File: config.mk
export PLATFORM = sky130hd
export DESIGN_NAME = i2c_master_byte_engine
export DESIGN_NICKNAME = d
export VERILOG_FILES = /design/src/i2cm_pkg.sv /design/src/i2cm_step.sv /design/src/i2c_master_byte_engine.sv
export SDC_FILE = /design/constraint.sdc
export NUM_CORES = 1
export LEC_CHECK = 0
export ABC_AREA = 1
export ABC_CLOCK_PERIOD_IN_PS = 2870
export BUFFER_PORTS_ARGS = -buffer_cell sky130_fd_sc_hd__buf_2
export CORE_MARGIN = 2
export CORE_UTILIZATION = 37
export DETAILED_ROUTE_END_ITERATION = 8
export SLEW_MARGIN = 20
export SYNTH_ARGS = -nofsm -noshare
export SYNTH_HDL_FRONTEND = slang
export SYNTH_SLANG_ARGS = --single-unit
File: constraint.sdc
create_clock -name clk -period 2.87 [get_ports clk]
set_input_delay 0.574 -clock clk [delete_from_list [all_inputs] [get_ports clk]]
set_output_delay 0.574 -clock clk [all_outputs]
set_load 0.01 [all_outputs]
File: src/i2cm_pkg.sv
// shared types and constants of the i2c master byte engine
`default_nettype none
package i2cm_pkg;

	// configuration registers
	localparam int unsigned NUM_REGS  = 7;
	localparam int unsigned CFG_W     = 10;
	localparam int unsigned CFG_IDX_W = 3;

	localparam logic [CFG_IDX_W-1:0] REG_SETUP      = 3'd0;
	localparam logic [CFG_IDX_W-1:0] REG_HIGH       = 3'd1;
	localparam logic [CFG_IDX_W-1:0] REG_LOW        = 3'd2;
	localparam logic [CFG_IDX_W-1:0] REG_HOLD_START = 3'd3;
	localparam logic [CFG_IDX_W-1:0] REG_STOP_SETUP = 3'd4;
	localparam logic [CFG_IDX_W-1:0] REG_BUS_FREE   = 3'd5;
	localparam logic [CFG_IDX_W-1:0] REG_STRETCH    = 3'd6;

	typedef logic [NUM_REGS-1:0][CFG_W-1:0] cfg_t;

	localparam cfg_t CFG_RESET = {10'd256, 10'd20, 10'd3, 10'd6, 10'd0, 10'd0, 10'd2};

	// phase codes
	localparam int unsigned PH_W = 3;
	localparam logic [PH_W-1:0] PH_IDLE   = 3'd0;
	localparam logic [PH_W-1:0] PH_SETUP  = 3'd1;
	localparam logic [PH_W-1:0] PH_WAIT   = 3'd2;
	localparam logic [PH_W-1:0] PH_HIGH   = 3'd3;
	localparam logic [PH_W-1:0] PH_LOW    = 3'd4;
	localparam logic [PH_W-1:0] PH_HOLD   = 3'd5;
	localparam logic [PH_W-1:0] PH_STOPSU = 3'd6;
	localparam logic [PH_W-1:0] PH_FREE   = 3'd7;

	// command codes
	localparam logic [1:0] M_START = 2'd0;
	localparam logic [1:0] M_STOP  = 2'd1;
	localparam logic [1:0] M_WRITE = 2'd2;
	localparam logic [1:0] M_READ  = 2'd3;

	// bits per byte, the ack bit has this index
	localparam logic [3:0] LAST_BIT = 4'd8;

	// one tick of bus samples and command
	typedef struct packed {
		logic       cmd_valid;
		logic [1:0] mode;
		logic [7:0] tx_byte;
		logic       ack_to_send;
		logic       scl_in;
		logic       sda_in;
	} item_t;

	// line drives and status after one tick
	typedef struct packed {
		logic       scl_low;
		logic       sda_low;
		logic       ready_res;
		logic       done_res;
		logic [7:0] rx_byte;
		logic       ack_seen;
		logic       timed_out;
	} result_t;

endpackage
`default_nettype wire

File: src/i2cm_step.sv
// next-state and result logic for one bus tick
`default_nettype none
module i2cm_step #(
	parameter int unsigned TIMER_WIDTH      = 10,
	parameter int unsigned FAIL_COUNT_WIDTH = 16
) (
	input  var i2cm_pkg::item_t                  item,
	input  var i2cm_pkg::cfg_t                   cfg,
	input  wire logic [i2cm_pkg::PH_W-1:0]       phase,
	input  wire logic [3:0]                      bit_index,
	input  wire logic [7:0]                      shift_reg,
	input  wire logic [TIMER_WIDTH-1:0]          delay_timer,
	input  wire logic [TIMER_WIDTH-1:0]          stretch_timer,
	input  wire logic [FAIL_COUNT_WIDTH-1:0]     fail_cnt,
	input  wire logic                            scl_drive,
	input  wire logic                            sda_drive,
	input  wire logic [1:0]                      active_mode,
	input  wire logic                            ack_bit,
	output logic [i2cm_pkg::PH_W-1:0]            phase_nxt,
	output logic [3:0]                           bit_index_nxt,
	output logic [7:0]                           shift_reg_nxt,
	output logic [TIMER_WIDTH-1:0]               delay_timer_nxt,
	output logic [TIMER_WIDTH-1:0]               stretch_timer_nxt,
	output logic [FAIL_COUNT_WIDTH-1:0]          fail_cnt_nxt,
	output logic                                 scl_drive_nxt,
	output logic                                 sda_drive_nxt,
	output logic [1:0]                           active_mode_nxt,
	output logic                                 ack_bit_nxt,
	output i2cm_pkg::result_t                    res
);

	// registers cut to timer width
	logic [TIMER_WIDTH-1:0] reg_m [i2cm_pkg::NUM_REGS];

	for (genvar i = 0; i < i2cm_pkg::NUM_REGS; i++) begin : g_mask
		assign reg_m[i] = TIMER_WIDTH'({{TIMER_WIDTH{1'b0}}, cfg[i]});
	end

	// delay register that belongs to the current phase
	logic [TIMER_WIDTH-1:0] dly_lim;
	logic                   dly_hit;

	always_comb begin
		unique case (phase)
			i2cm_pkg::PH_SETUP:  dly_lim = reg_m[i2cm_pkg::REG_SETUP];
			i2cm_pkg::PH_HIGH:   dly_lim = reg_m[i2cm_pkg::REG_HIGH];
			i2cm_pkg::PH_LOW:    dly_lim = reg_m[i2cm_pkg::REG_LOW];
			i2cm_pkg::PH_HOLD:   dly_lim = reg_m[i2cm_pkg::REG_HOLD_START];
			i2cm_pkg::PH_STOPSU: dly_lim = reg_m[i2cm_pkg::REG_STOP_SETUP];
			i2cm_pkg::PH_FREE:   dly_lim = reg_m[i2cm_pkg::REG_BUS_FREE];
			default:             dly_lim = '0;
		endcase
	end

	assign dly_hit = (delay_timer >= dly_lim);

	// clock stretch timer, saturating, with a limit of zero taken as one
	logic [TIMER_WIDTH-1:0] st_inc;
	logic [TIMER_WIDTH-1:0] st_lim;
	logic                   scl_high;
	logic                   st_timeout;

	assign st_inc     = (stretch_timer != '1) ? stretch_timer + 1'b1 : stretch_timer;
	assign st_lim     = (reg_m[i2cm_pkg::REG_STRETCH] == '0) ? TIMER_WIDTH'(1)
	                                                         : reg_m[i2cm_pkg::REG_STRETCH];
	assign scl_high   = item.scl_in;
	assign st_timeout = !scl_high && (st_inc >= st_lim);

	// next bit position and shifted write data for the low phase
	logic [3:0] bi_inc;
	logic [7:0] sh_left;

	assign bi_inc  = bit_index + 4'd1;
	assign sh_left = {shift_reg[6:0], 1'b0};

	// phase sequencer
	always_comb begin
		phase_nxt         = phase;
		bit_index_nxt     = bit_index;
		shift_reg_nxt     = shift_reg;
		delay_timer_nxt   = delay_timer;
		stretch_timer_nxt = stretch_timer;
		fail_cnt_nxt      = fail_cnt;
		scl_drive_nxt     = scl_drive;
		sda_drive_nxt     = sda_drive;
		active_mode_nxt   = active_mode;
		ack_bit_nxt       = ack_bit;
		res.done_res      = 1'b0;
		res.rx_byte       = '0;
		res.ack_seen      = 1'b0;
		res.timed_out     = 1'b0;

		unique case (phase)
			i2cm_pkg::PH_IDLE: begin
				if (item.cmd_valid) begin
					active_mode_nxt   = item.mode;
					bit_index_nxt     = '0;
					stretch_timer_nxt = '0;
					unique case (item.mode)
						i2cm_pkg::M_START: sda_drive_nxt = 1'b0;
						i2cm_pkg::M_STOP:  sda_drive_nxt = 1'b1;
						i2cm_pkg::M_WRITE: begin
							shift_reg_nxt = item.tx_byte;
							sda_drive_nxt = !item.tx_byte[7];
						end
						default: begin
							shift_reg_nxt = '0;
							ack_bit_nxt   = item.ack_to_send;
							sda_drive_nxt = 1'b0;
						end
					endcase
					phase_nxt       = i2cm_pkg::PH_SETUP;
					delay_timer_nxt = '0;
				end
			end

			i2cm_pkg::PH_SETUP: begin
				if (dly_hit) begin
					scl_drive_nxt     = 1'b0;
					stretch_timer_nxt = '0;
					phase_nxt         = i2cm_pkg::PH_WAIT;
					delay_timer_nxt   = '0;
				end else begin
					delay_timer_nxt = delay_timer + 1'b1;
				end
			end

			i2cm_pkg::PH_WAIT: begin
				if (!scl_high) begin
					stretch_timer_nxt = st_inc;
				end
				priority if (active_mode == i2cm_pkg::M_START) begin
					if (scl_high || st_timeout) begin
						sda_drive_nxt   = 1'b1;
						phase_nxt       = i2cm_pkg::PH_HOLD;
						delay_timer_nxt = '0;
					end
				end else if (active_mode == i2cm_pkg::M_STOP) begin
					if (scl_high || st_timeout) begin
						phase_nxt       = i2cm_pkg::PH_STOPSU;
						delay_timer_nxt = '0;
					end
				end else if (scl_high) begin
					// sample data bit on a read, the slave's ack on a write
					if (bit_index < i2cm_pkg::LAST_BIT) begin
						if (active_mode == i2cm_pkg::M_READ) begin
							shift_reg_nxt = {shift_reg[6:0], item.sda_in};
						end
					end else if (active_mode == i2cm_pkg::M_WRITE) begin
						ack_bit_nxt = item.sda_in;
					end
					phase_nxt       = i2cm_pkg::PH_HIGH;
					delay_timer_nxt = '0;
				end else if (st_timeout) begin
					// byte command aborts on stretch timeout
					res.done_res  = 1'b1;
					res.timed_out = 1'b1;
					res.ack_seen  = 1'b1;
					if (fail_cnt != '1) begin
						fail_cnt_nxt = fail_cnt + 1'b1;
					end
					phase_nxt = i2cm_pkg::PH_IDLE;
				end
			end

			i2cm_pkg::PH_HIGH: begin
				if (dly_hit) begin
					scl_drive_nxt = 1'b1;
					if (bit_index >= i2cm_pkg::LAST_BIT) begin
						res.done_res = 1'b1;
						if (active_mode == i2cm_pkg::M_WRITE) begin
							res.ack_seen = ack_bit;
						end else begin
							res.rx_byte = shift_reg;
						end
						phase_nxt = i2cm_pkg::PH_IDLE;
					end else begin
						phase_nxt       = i2cm_pkg::PH_LOW;
						delay_timer_nxt = '0;
					end
				end else begin
					delay_timer_nxt = delay_timer + 1'b1;
				end
			end

			i2cm_pkg::PH_LOW: begin
				if (dly_hit) begin
					bit_index_nxt = bi_inc;
					if (active_mode == i2cm_pkg::M_WRITE) begin
						shift_reg_nxt = sh_left;
						sda_drive_nxt = (bi_inc < i2cm_pkg::LAST_BIT) ? !sh_left[7] : 1'b0;
					end else begin
						sda_drive_nxt = (bi_inc < i2cm_pkg::LAST_BIT) ? 1'b0 : !ack_bit;
					end
					phase_nxt       = i2cm_pkg::PH_SETUP;
					delay_timer_nxt = '0;
				end else begin
					delay_timer_nxt = delay_timer + 1'b1;
				end
			end

			i2cm_pkg::PH_HOLD: begin
				if (dly_hit) begin
					scl_drive_nxt = 1'b1;
					res.done_res  = 1'b1;
					phase_nxt     = i2cm_pkg::PH_IDLE;
				end else begin
					delay_timer_nxt = delay_timer + 1'b1;
				end
			end

			i2cm_pkg::PH_STOPSU: begin
				if (dly_hit) begin
					sda_drive_nxt   = 1'b0;
					phase_nxt       = i2cm_pkg::PH_FREE;
					delay_timer_nxt = '0;
				end else begin
					delay_timer_nxt = delay_timer + 1'b1;
				end
			end

			default: begin
				// bus free time after a stop
				if (dly_hit) begin
					res.done_res = 1'b1;
					phase_nxt    = i2cm_pkg::PH_IDLE;
				end else begin
					delay_timer_nxt = delay_timer + 1'b1;
				end
			end
		endcase

		res.scl_low   = scl_drive_nxt;
		res.sda_low   = sda_drive_nxt;
		res.ready_res = (phase_nxt == i2cm_pkg::PH_IDLE);
	end

endmodule
`default_nettype wire

File: src/i2c_master_byte_engine.sv
// top level of the i2c master byte engine
// One request is one bus tick: the sampled SCL and SDA levels and an optional command
// (start, stop, write byte, read byte). Each accepted tick yields exactly one result with
// the line drives, ready, done and the byte, ack and timeout status after that tick.
// A tick is registered on entry, the phase sequencer evaluates it combinationally and the
// result sits in an output register; throughput is one tick per cycle while results are taken.
// Configuration writes take effect at once; the user must make them only while the engine
// is idle, and the engine itself does not enforce this.
`default_nettype none
module i2c_master_byte_engine #(
	parameter int unsigned TIMER_WIDTH      = 10,
	parameter int unsigned FAIL_COUNT_WIDTH = 16
) (
	input  wire logic                           clk,
	input  wire logic                           arst_n,
	// configuration write port
	input  wire logic                           cfg_we,
	input  wire logic [i2cm_pkg::CFG_IDX_W-1:0] cfg_index,
	input  wire logic [i2cm_pkg::CFG_W-1:0]     cfg_data,
	// tick requests
	input  wire logic                           in_valid,
	output logic                                in_ready,
	input  wire logic                           cmd_valid,
	input  wire logic [1:0]                     mode,
	input  wire logic [7:0]                     tx_byte,
	input  wire logic                           ack_to_send,
	input  wire logic                           scl_in,
	input  wire logic                           sda_in,
	// results
	output logic                                out_valid,
	input  wire logic                           out_ready,
	output logic                                scl_low,
	output logic                                sda_low,
	output logic                                ready_res,
	output logic                                done_res,
	output logic [7:0]                          rx_byte,
	output logic                                ack_seen,
	output logic                                timed_out,
	output logic [15:0]                         fail_count
);

	// configuration registers
	i2cm_pkg::cfg_t cfg_q;

	always_ff @(posedge clk or negedge arst_n) begin
		if (!arst_n) begin
			cfg_q <= i2cm_pkg::CFG_RESET;
		end else if (cfg_we && (cfg_index < i2cm_pkg::CFG_IDX_W'(i2cm_pkg::NUM_REGS))) begin
			cfg_q[cfg_index] <= cfg_data;
		end
	end

	// pipeline control
	logic              vld_s1;
	logic              vld_s2;
	logic              adv;
	i2cm_pkg::item_t   item_s1;
	i2cm_pkg::result_t res_s2;
	logic [15:0]       fail_s2;

	assign adv      = vld_s1 && (!vld_s2 || out_ready);
	assign in_ready = !vld_s1 || adv;

	// input register
	always_ff @(posedge clk or negedge arst_n) begin
		if (!arst_n) begin
			vld_s1 <= 1'b0;
		end else if (in_ready) begin
			vld_s1 <= in_valid;
		end
	end

	always_ff @(posedge clk) begin
		if (in_valid && in_ready) begin
			item_s1 <= '{cmd_valid: cmd_valid, mode: mode, tx_byte: tx_byte,
			             ack_to_send: ack_to_send, scl_in: scl_in, sda_in: sda_in};
		end
	end

	// engine state
	logic [i2cm_pkg::PH_W-1:0]   phase_q,         phase_nxt;
	logic [3:0]                  bit_index_q,     bit_index_nxt;
	logic [7:0]                  shift_reg_q,     shift_reg_nxt;
	logic [TIMER_WIDTH-1:0]      delay_timer_q,   delay_timer_nxt;
	logic [TIMER_WIDTH-1:0]      stretch_timer_q, stretch_timer_nxt;
	logic [FAIL_COUNT_WIDTH-1:0] fail_cnt_q,      fail_cnt_nxt;
	logic                        scl_drive_q,     scl_drive_nxt;
	logic                        sda_drive_q,     sda_drive_nxt;
	logic [1:0]                  active_mode_q,   active_mode_nxt;
	logic                        ack_bit_q,       ack_bit_nxt;
	i2cm_pkg::result_t           res;

	i2cm_step #(
		.TIMER_WIDTH      (TIMER_WIDTH),
		.FAIL_COUNT_WIDTH (FAIL_COUNT_WIDTH)
	) u_step (
		.item              (item_s1),
		.cfg               (cfg_q),
		.phase             (phase_q),
		.bit_index         (bit_index_q),
		.shift_reg         (shift_reg_q),
		.delay_timer       (delay_timer_q),
		.stretch_timer     (stretch_timer_q),
		.fail_cnt          (fail_cnt_q),
		.scl_drive         (scl_drive_q),
		.sda_drive         (sda_drive_q),
		.active_mode       (active_mode_q),
		.ack_bit           (ack_bit_q),
		.phase_nxt         (phase_nxt),
		.bit_index_nxt     (bit_index_nxt),
		.shift_reg_nxt     (shift_reg_nxt),
		.delay_timer_nxt   (delay_timer_nxt),
		.stretch_timer_nxt (stretch_timer_nxt),
		.fail_cnt_nxt      (fail_cnt_nxt),
		.scl_drive_nxt     (scl_drive_nxt),
		.sda_drive_nxt     (sda_drive_nxt),
		.active_mode_nxt   (active_mode_nxt),
		.ack_bit_nxt       (ack_bit_nxt),
		.res               (res)
	);

	// state moves on when a tick leaves the input register
	always_ff @(posedge clk or negedge arst_n) begin
		if (!arst_n) begin
			phase_q         <= i2cm_pkg::PH_IDLE;
			bit_index_q     <= '0;
			shift_reg_q     <= '0;
			delay_timer_q   <= '0;
			stretch_timer_q <= '0;
			fail_cnt_q      <= '0;
			scl_drive_q     <= 1'b0;
			sda_drive_q     <= 1'b0;
			active_mode_q   <= i2cm_pkg::M_START;
			ack_bit_q       <= 1'b0;
		end else if (adv) begin
			phase_q         <= phase_nxt;
			bit_index_q     <= bit_index_nxt;
			shift_reg_q     <= shift_reg_nxt;
			delay_timer_q   <= delay_timer_nxt;
			stretch_timer_q <= stretch_timer_nxt;
			fail_cnt_q      <= fail_cnt_nxt;
			scl_drive_q     <= scl_drive_nxt;
			sda_drive_q     <= sda_drive_nxt;
			active_mode_q   <= active_mode_nxt;
			ack_bit_q       <= ack_bit_nxt;
		end
	end

	// result register
	always_ff @(posedge clk or negedge arst_n) begin
		if (!arst_n) begin
			vld_s2 <= 1'b0;
		end else if (adv) begin
			vld_s2 <= 1'b1;
		end else if (out_ready) begin
			vld_s2 <= 1'b0;
		end
	end

	always_ff @(posedge clk) begin
		if (adv) begin
			res_s2  <= res;
			fail_s2 <= 16'({16'b0, fail_cnt_nxt});
		end
	end

	assign out_valid  = vld_s2;
	assign scl_low    = res_s2.scl_low;
	assign sda_low    = res_s2.sda_low;
	assign ready_res  = res_s2.ready_res;
	assign done_res   = res_s2.done_res;
	assign rx_byte    = res_s2.rx_byte;
	assign ack_seen   = res_s2.ack_seen;
	assign timed_out  = res_s2.timed_out;
	assign fail_count = fail_s2;

endmodule
`default_nettype wire

==> out/qor.yml <==
power_density_nw_per_um2: 833
grt_pass1_wl_um: 35800
viasPerCell: 5.01
dp_cells: 1372
critPathArrivalTime_ps: 3420
initialDrtViolationCount: 443
rows: 55
final_common_cell: "nand2_1"
worstPathRequired_ps: 3180
cap_violations: 0
ant_nets: 0
syn_area_um2: 8530
core-area_um2: 22600
syn_nets: 1040
setup_slack_ps: -236
dp_hpwl_um: 14800
route.detailed.drc: 0
ys_seq_area_share_pct: 53.2
route.detailed.wl_per_inst_um: 15.1
synth_enable_flop_cells: 44
grt_pass1_vias: 7060
h-tree-depth: 4
clockBufferDepth: 2
die_h_um: 156
io_pins: 64
cts.reportedPaths.clkPinSlew_ps: 70
worstSetupStartpointType: "flip-flop"
ys_ff_latch: 172
crit_fanout: 8
critical_path_class: "flip-flop to flip-flop"
setup_viol: 81
clockRootBuffer: "clkbuf_16"
layout-drive-gt1-share_pct: 32.3
peakVddDrop_v: 0.000420
wl_um: 21700
syn_area_per_cell_um2: 8.71
synthCells: 979
fin_crit_ps: 3110
die_area_um2: 24300
async_flop_share_pct: 74.4
hold_viol_final: 0
area.growth.synth_to_final_pct: 32.1
fin_crit_sh_pct: 108
post-route-util_pct: 49.8
endpoint_kind: "flip-flop"
fmax_mhz: 322
final-instance-count-excl-fill: 1434
antenna_found_initial: 0
fin_nets: 1197
numPortBuffers: 63
p_leak_nw: 5.35
slew_headroom_pct: 51.7
dr.pass1.iters: 5
cts_tree: "done"
grt_overflow: 0
clkSinkCount: 172
whs_ps: 177
place_congestion: 0.896
grt_max_degree: 59
violations: "setup timing"
placedInstanceArea_um2: 9680
tightest_slew_ps: 723
yosysWarningCount: 0
status: "complete, but fails checks"
diodes: 0
ys.flop_type: "dfrtp_1"
synth.distinct_cells: 50
insertion_delay_ps: 440
rsz0062_at_grt: "true"
fin_area_um2: 11300
mostFrequentLayoutCells: "220 x nand2_1, 117 x dfrtp_1, 97 x inv_1, 95 x o21ai_0, 83 x buf_4"
initial_utilization_pct: 37.7
fp.dieW_um: 156
track_usage_pct: 18.6
cts_buffers: 17
via_count: 7179
cts_hold_buffers: 0
min_path_type: "input pin to async pin"
maxSlewViolCount: 0
skew_ps: 13.4
==> layout make-up <==
cell class / instances / area, µm²
Fill cell: 2093 / 11400
Timing Repair Buffer: 165 / 1200
Timing Repair inverter: 1 / 8.76
Sequential cell: 172 / 4540
Tap cell: 285 / 357
Clock buffer: 20 / 457
Inverter: 114 / 450
Multi-Input combinational cell: 665 / 4130
Clock inverter: 12 / 123
==> where the power goes <==
part	switching (mW)	internal, mW
sequential	0.333	3.07
combinational	2.16	1.54
clock	1.08	1.20
==> registers in the layout, summed over array words and instances (netlist names), 2 cells and up <==
name and flops:
stretch_timer_q 10, active_mode_q 2, item_s1 14, rx_byte 8, bit_index_q 4, phase_q 3, fail_count 16, shift_reg_q 8
cfg_q 70, delay_timer_q 10, fail_cnt_q 16
==> cells by family (layout without fill, tap and decap cells) <==
group / after synthesis / count (layout) / share of synthesized area (%)
simple gates: 440 / 442 / 22.2
flops: 172 / 172 / 53.2
compound gates: 171 / 171 / 11.2
buf+inv: 144 / 312 / 6.57
fa+ha+maj: 29 / 29 / 4.26
xor+xnor: 22 / 22 / 2.44
mux: 1 / 1 / 0.132
==> synth_stat cells (all sizes together) (2+ instances only) <==
master | count | area (µm²)
nand3b | 4 | 30.0
nor3 | 11 | 60.1
clkbuf | 25 | 93.8
dfstp | 8 | 210
o21ai | 121 | 613
and2 | 2 | 12.5
inv | 111 | 419
nand4 | 14 | 100
ha | 29 | 363
nand3 | 62 | 310
a221oi | 9 | 78.8
xor2 | 18 | 173
clkinv | 3 | 16.3
dfrtp | 120 | 3000
nand2 | 266 | 1020
a22oi | 4 | 30.0
o31ai | 4 | 30.0
o21a | 2 | 15.0
o21bai | 2 | 15.0
a21oi | 19 | 95.1
buf | 5 | 31.3
edfxtp | 44 | 1320
xnor2 | 4 | 35.0
nor4 | 3 | 18.8
a32oi | 3 | 26.3
nor2 | 75 | 319
==> repair_timing <==
action,in CTS,in global routing
cloned,3,0
setup buffers,19,14
setup endpoints to repair,84,85
pin swaps,30,53
gates resized for setup,103,112
endpoints found under the hold margin,0,0
==> path summary, 6_finish.rpt <==
| path | start | endpoint | slack (ps) | cells past startpoint |
|---|---|---|---|---|
| min in group clk | tx_byte[0] | item_s1[3]$_DFFE_PP_ | 320 | 1 |
| min | arst_n | delay_timer_q[5]$_DFFE_PN0P_ | 180 | 1 |
| max reg2reg | phase_q[2]$_DFFE_PN0P_ | delay_timer_q[3]$_DFFE_PN0P_ | -240 | 20 |
| min reg2reg | cfg_q[59]$_DFFE_PN0P_ | cfg_q[59]$_DFFE_PN0P_ | 480 | 2 |
| max in group asynchronous | arst_n | cfg_q[54]$_DFFE_PN1P_ | 1930 | 2 |
| max | phase_q[2]$_DFFE_PN0P_ | delay_timer_q[3]$_DFFE_PN0P_ | -240 | 20 |
==> metrics by stage <==
| step | power, mW | setup TNS [ps] | worst slack, ps |
|---|---|---|---|
| after floorplan | 5.07 | 0 | 25.8 |
| after global placement | 6.20 | -27070 | -607 |
| after detailed placement | 6.25 | -27080 | -635 |
| after CTS | 9.04 | -6630 | -216 |
| after global routing | 10.0 | -25530 | -439 |
| final | 9.39 | -9310 | -236 |
==> layer usage <==
layer,track usage (%),up-vias,wire [µm]
met4,4.98,0,321
met3,2.97,31,888
met1,25.4,3432,9770
met2,30.8,170,10700
li1,-,3546,-
met5,0,-,0
==> critical path, stage by stage, from the launching register on <==
cell and delay, ps:
dfrtp_2 450, inv_2 80, nor2_2 40, inv_2 100, nor2_4 60, buf_6 110, a32oi_1 150, nand3_1 110
a221oi_2 240, ha_1 320, nand2_1 80, nand2_1 70, a21oi_2 210, nand4_4 210, nand2_2 150, nand3_2 100
nor2_4 140, buf_12 160, nand2_8 70, nand2_1 70, o21ai_1 60
Power figures use the tool's default switching activity.
